**config.mk**
```make
export PLATFORM = sky130hd
export DESIGN_NAME = vgc_fifo
export DESIGN_NICKNAME = d
export VERILOG_FILES = /design/src/hw/rtl/vgc_fifo.sv
export SDC_FILE = /design/constraint.sdc
export NUM_CORES = 1
export LEC_CHECK = 0
export BUFFER_PORTS_ARGS = -buffer_cell sky130_fd_sc_hd__buf_2
export CORE_MARGIN = 2
export CORE_UTILIZATION = 40
export CTS_CLUSTER_DIAMETER = 30
export DETAILED_ROUTE_END_ITERATION = 6
export GPL_TIMING_DRIVEN = 0
export HOLD_SLACK_MARGIN = 0.15
export PLACE_DENSITY = 0.7
export SYNTH_ARGS = -nofsm -noshare
export SYNTH_HDL_FRONTEND = slang
export SYNTH_SLANG_ARGS = --single-unit
```
**constraint.sdc**
```tcl
create_clock -name clk_i -period 1.62 [get_ports clk_i]
set_input_delay 0.243 -clock clk_i [delete_from_list [all_inputs] [get_ports clk_i]]
set_output_delay 0.243 -clock clk_i [all_outputs]
set_load 0.02 [all_outputs]
```
**src/hw/rtl/vgc_fifo.sv**
```systemverilog
`timescale 1ns / 1ps

module vgc_fifo #(
  parameter int unsigned WIDTH = 8,
  parameter int unsigned DEPTH = 2
) (
  input  logic             clk_i,
  input  logic             rst_ni,
  input  logic             push_i,
  input  logic [WIDTH-1:0] data_i,
  output logic             full_o,
  input  logic             pop_i,
  output logic [WIDTH-1:0] data_o,
  output logic             empty_o
);

  localparam int unsigned PW = $clog2(DEPTH);

  logic [WIDTH-1:0] mem_q [DEPTH];
  logic [PW:0]      wr_ptr_q, wr_ptr_d;
  logic [PW:0]      rd_ptr_q, rd_ptr_d;
  logic             do_push, do_pop;

  // Flag full and empty from pointer wrap bits
  assign full_o  = (wr_ptr_q[PW] != rd_ptr_q[PW]) && (wr_ptr_q[PW-1:0] == rd_ptr_q[PW-1:0]);
  assign empty_o = (wr_ptr_q == rd_ptr_q);
  assign do_push = push_i && !full_o;
  assign do_pop  = pop_i && !empty_o;
  assign data_o  = mem_q[rd_ptr_q[PW-1:0]];

  // Advance pointers on each transfer
  always_comb begin
    wr_ptr_d = wr_ptr_q;
    rd_ptr_d = rd_ptr_q;
    if (do_push) begin
      wr_ptr_d = wr_ptr_q + 1'b1;
    end
    if (do_pop) begin
      rd_ptr_d = rd_ptr_q + 1'b1;
    end
  end

  always_ff @(posedge clk_i or negedge rst_ni) begin
    if (!rst_ni) begin
      wr_ptr_q <= '0;
      rd_ptr_q <= '0;
    end else begin
      wr_ptr_q <= wr_ptr_d;
      rd_ptr_q <= rd_ptr_d;
    end
  end

  // Hold entry data
  always_ff @(posedge clk_i) begin
    if (do_push) begin
      mem_q[wr_ptr_q[PW-1:0]] <= data_i;
    end
  end

  a_fill_bound: assert property (@(posedge clk_i) disable iff (!rst_ni)
    (wr_ptr_q - rd_ptr_q) <= (PW+1)'(DEPTH))
    else $error("fifo holds more entries than its depth");

endmodule

```
## After elaboration in Yosys (flattened, before gate mapping)

Memories as Yosys holds them, arrays and structs flattened.
Cells that the tools add are included.

| cells by class | value |
|---|---|
| add/subtract/negate cells | 2 |
| reduce and logical (&&, ||, !) cells | 5 |
| mux-type cells | 2 |
| eq/ne operators | 3 |

Operator list:

| cell | number |
|---|---|
| $add 2x1->2 const B | 2 |
| $logic_and 1x1->1 | 3 |
| $eq 2x2->1 | 1 |
| $logic_not 1->1 | 2 |
| $mux 1 | 2 |
| $eq 1x1->1 | 1 |
| $ne 1x1->1 | 1 |

| word-level totals | value |
|---|---|
| memories kept | 1 |
| input bits | 12 |
| register bits | 4 |
| word-level logic and storage cells | 15 |
| bits in writable memories | 16 |

Memories:

| memory | words | bits a word | rd ports | clocked after Yosys merged registers in | wr ports | line | text |
|---|---|---|---|---|---|---|---|
| mem_q | 2 | 8 | 1 | 0 | 1 | 19 | `logic [WIDTH-1:0] mem_q [DEPTH];` |

## Longest topological paths before layout

| depth | value |
|---|---|
| word-level depth | 6 |
| mapped depth | 3 |

## Least setup slack after synthesis

No wires, ideal clock.

| timing | value |
|---|---|
| kind | register to register |
| start point | reg wr_ptr_q[1] |
| end point | mem mem_q[1][0], enable pin |
| stages on the path, launching flop included | 3 |
| clock period less this slack | 1.489 ns |
| slack | 0.131 ns |
| arrival | 1.112 ns |
| library setup time | 0.377 ns |
| path through | dfrtp_1 xor2_1 a21oi_1 |

| on the way | value |
|---|---|
| cells in the longest elaborated chain, start to end | 6 |

Ends and longest elaborated chain:

| what | line | text |
|---|---|---|
| start: declaration | 20 | `logic [PW:0] wr_ptr_q, wr_ptr_d;` |
| start signal: assignment | 48 | `wr_ptr_q <= wr_ptr_d;` |
| $ne 1x1->1 | 25 | `assign full_o = (wr_ptr_q[PW] != rd_ptr_q[PW]) && (wr_ptr_q[PW-1:0] == rd_ptr_q[PW-1:0]);` |
| $logic_and 1x1->1 | 25 |  |
| $logic_not 1->1 | 27 | `assign do_push = push_i && !full_o;` |
| $logic_and 1x1->1 | 27 |  |
| $mux 1 | 55 | `if (do_push) begin` |
| $mux 1 (not written as such) | 56 | `mem_q[wr_ptr_q[PW-1:0]] <= data_i;` |
| end: declaration | 19 |  |

No other way between the ends.

## Worst setup path in the final report

| timing | value |
|---|---|
| start point | reg rd_ptr_q[0] |
| end point | out data_o[4] |

| on the way | value |
|---|---|
| cells in the longest elaborated chain, start to end | 1 |

Ends and longest elaborated chain:

| what | line | text |
|---|---|---|
| start: declaration | 21 | `logic [PW:0] rd_ptr_q, rd_ptr_d;` |
| start signal: assignment | 49 | `rd_ptr_q <= rd_ptr_d;` |
| $mem_v2 2x8 | - |  |
| end: declaration | 13 | `output logic [WIDTH-1:0] data_o,` |

No other way between the ends.

==> impl_metrics.env <==
export IMPL_run_status="completed"
export IMPL_avgViaCountPerCell=4.63
export IMPL_die_w_um=48.8
export IMPL_slew_violations=0
export IMPL_wire_per_inst_um=13.0
export IMPL_cp_top_family="flip-flops"
export IMPL_core_um2=1920
export IMPL_hpwl_um=905
export IMPL_setup_viol=0
export IMPL_reg2reg_depth=2
export IMPL_synthCells=52
export IMPL_htree_levels=1
export IMPL_drt_initial_drc_count=15
export IMPL_drv_cap=0
export IMPL_clkTransAtPathRegs_ns=0.12
export IMPL_drt_total_wl_um=1520
export IMPL_syn_to_final_growth_pct=40.4
export IMPL_grt_pass1_wl_um=2500
export IMPL_fmax_mhz=631
export IMPL_grt_max_degree=12
export IMPL_gp_congestion=0.734
export IMPL_seq_area_frac_synth_pct=72.2
export IMPL_post_route_util_pct=58.8
export IMPL_first_pass_iters=4
export IMPL_rsz0062_at_grt="yes"
export IMPL_die_h_um=48.8
export IMPL_start_util_pct=41.9
export IMPL_yosysWarnings=0
export IMPL_synth_area_per_cell_um2=15.5
export IMPL_power_leakage_nw=0.452
export IMPL_r2r_slack_ns=0.08
export IMPL_r2r_start="wr_ptr_q[1]"
export IMPL_p_int_mw=1.29
export IMPL_fin_area_um2=1130
export IMPL_ioPinCount=22
export IMPL_power_mw=2.13
export IMPL_fin_nets=103
export IMPL_cp_endpoint="data_o[4]"
export IMPL_path_class="reg2out"
export IMPL_cts_root_buf="clkbuf_4"
export IMPL_synth_cell_type_count=14
export IMPL_antenna_found_initial=0
export IMPL_startpoint="rd_ptr_q[0]"
export IMPL_vias=542
export IMPL_num_antenna_cells=0
export IMPL_finClkSkew_ns=0.00209
export IMPL_synthesis_area_um2=805
export IMPL_pwr_share_clk_pct=11.6
export IMPL_slowest_delay_ns=0.42
export IMPL_power_frac_comb_pct=48.8
export IMPL_io_buffers=21
export IMPL_r2r_end="mem_q[1][2]"
export IMPL_overflow=0
export IMPL_regArea_um2=582
export IMPL_multi_input_area_um2=241
export IMPL_finalCriticalPeriod_ns=1.58
export IMPL_swShare_pct=39.5
export IMPL_route_detailed_drc=0
export IMPL_tns_ns=0
export IMPL_dieArea_um2=2390
export IMPL_final_fill_count=175
export IMPL_cts_tree="yes"
export IMPL_slowest_stage="dfrtp_2"
export IMPL_grt_usage_pct=14.1
export IMPL_critPathCaptureType="output pin"
export IMPL_mostFrequentLayoutCells="buf_2 (20), edfxtp_1 (16), mux2_2 (9), dlygate4sd3_1 (9), buf_4 (5)"
export IMPL_ant_nets=0
export IMPL_crit_chain="buf_8 > mux2_2 > buf_2"
export IMPL_fp_row_count=16
export IMPL_min_path_type="in2async"
export IMPL_power_net_switching_uw=841
export IMPL_critPathRequiredTime_ns=1.38
export IMPL_syn_num_nets=64
export IMPL_tightestPinTransition_ns=0.541
export IMPL_cts_sinks=20
export IMPL_ys_ff_latch=20
export IMPL_drive_above_1_share_pct=48.9
export IMPL_dpl_instance_area_um2=943
export IMPL_finalCritPeriodShare_pct=97.8
export IMPL_vdd_ir_drop_worst_uv=1060
export IMPL_grt_pass1_vias=564
export IMPL_cp_depth=3
export IMPL_mostFrequentLayoutCell="buf_2"
export IMPL_start_kind="register"
export IMPL_cts_buffers=3
export IMPL_clock_path_buffers=2
export IMPL_clock_latency_ns=0.30
export IMPL_crit_fanout=9
export IMPL_power_frac_seq_pct=39.6
export IMPL_crit_buf_inv=2
export IMPL_slew_headroom_pct=63.9
export IMPL_crit_arrival_ns=1.34
export IMPL_hold_viol=0
export IMPL_power_density_nw_per_um2=1890
==> state kept, by name, summed over array words and instances (netlist names) <==
| signal | cells |
|---|---|
| mem_q | 16 |
| wr_ptr_q | 2 |
| rd_ptr_q | 2 |
==> cells in the mapped netlist, drive strengths merged <==
cell type  instances  share of area [%]
nand2              4                1.9
xnor2              1                1.1
buf                1               0.62
inv                1               0.47
a211oi             1                1.6
dfrtp              4                 12
nor2               5                2.3
a21oi              2                1.2
xor2               2                2.2
mux2               9                 13
o21ai              5                3.1
nand2b             1               0.78
edfxtp            16                 60
==> repair_timing <==
| item | 4_1_cts | 5_1_grt |
|---|---|---|
| setup buffers | 2 | 2 |
| pin swaps | 0 | 0 |
| gates resized for setup | 5 | 5 |
| hold buffers | 9 | 0 |
| endpoints found under the hold margin | 20 | 0 |
| setup endpoints to repair | 25 | 15 |
==> layout make-up <==
cell class	count	share of cell area, %
Buffer	1	1.33
Clock buffer	3	1.99
Clock inverter	1	0.332
Inverter	1	0.332
Multi-Input combinational cell	30	21.4
Sequential cell	20	51.5
Tap cell	27	2.99
Timing Repair Buffer	34	20.2
==> kinds of logic after synthesis <==
logic type,share of synthesized area [%]
buf+inv,1.09
mux,12.6
simple gates,4.98
compound gates,5.91
xor+xnor,3.27
flops,72.2
==> worst min-delay path by stage <==
stage                     startpoint          end  slack, ns  cells after the start
after floorplan               rst_ni  rd_ptr_q[0]      -0.05                      0
after global placement        rst_ni  rd_ptr_q[0]       0.05                      1
after detailed placement      rst_ni  rd_ptr_q[0]       0.06                      1
after CTS                      pop_i  rd_ptr_q[0]       0.23                      3
after global routing          rst_ni  rd_ptr_q[0]       0.29                      2
final                         rst_ni  wr_ptr_q[0]       0.26                      2
==> routing by layer <==
layer	wire length (µm)	vias to the layer above	global-route usage [%]	part of all wire, %
met3	45	2	2.15	3.0
met1	666	260	15.8	44
met2	796	12	25.1	52
met4	14	0	8.57	0.92
li1	-	268	-	-
met5	0	-	0	0
==> stage by stage <==
step	instances	hold WS, ns	worst slack (ns)
6_report	117	0.264	0.0355
3_5_place_dp	100	0.0557	-0.196
3_3_place_gp	100	0.0521	-0.190
4_1_cts	115	0.233	0.0181
2_1_floorplan	52	-0.0526	0.131
5_1_grt	117	0.290	-0.00458
==> power by group through the flow <==
stage / combinational, mW / clock [mW] / sequential [mW]
4_1_cts: 0.951 / 0.243 / 0.824
2_1_floorplan: 0.626 / 0 / 0.815
6_report: 1.04 / 0.247 / 0.845
5_1_grt: 1.13 / 0.262 / 0.865
3_3_place_gp: 0.838 / 0 / 0.834
3_5_place_dp: 0.848 / 0 / 0.844
Note: power is estimated with default switching activity, not from simulation.
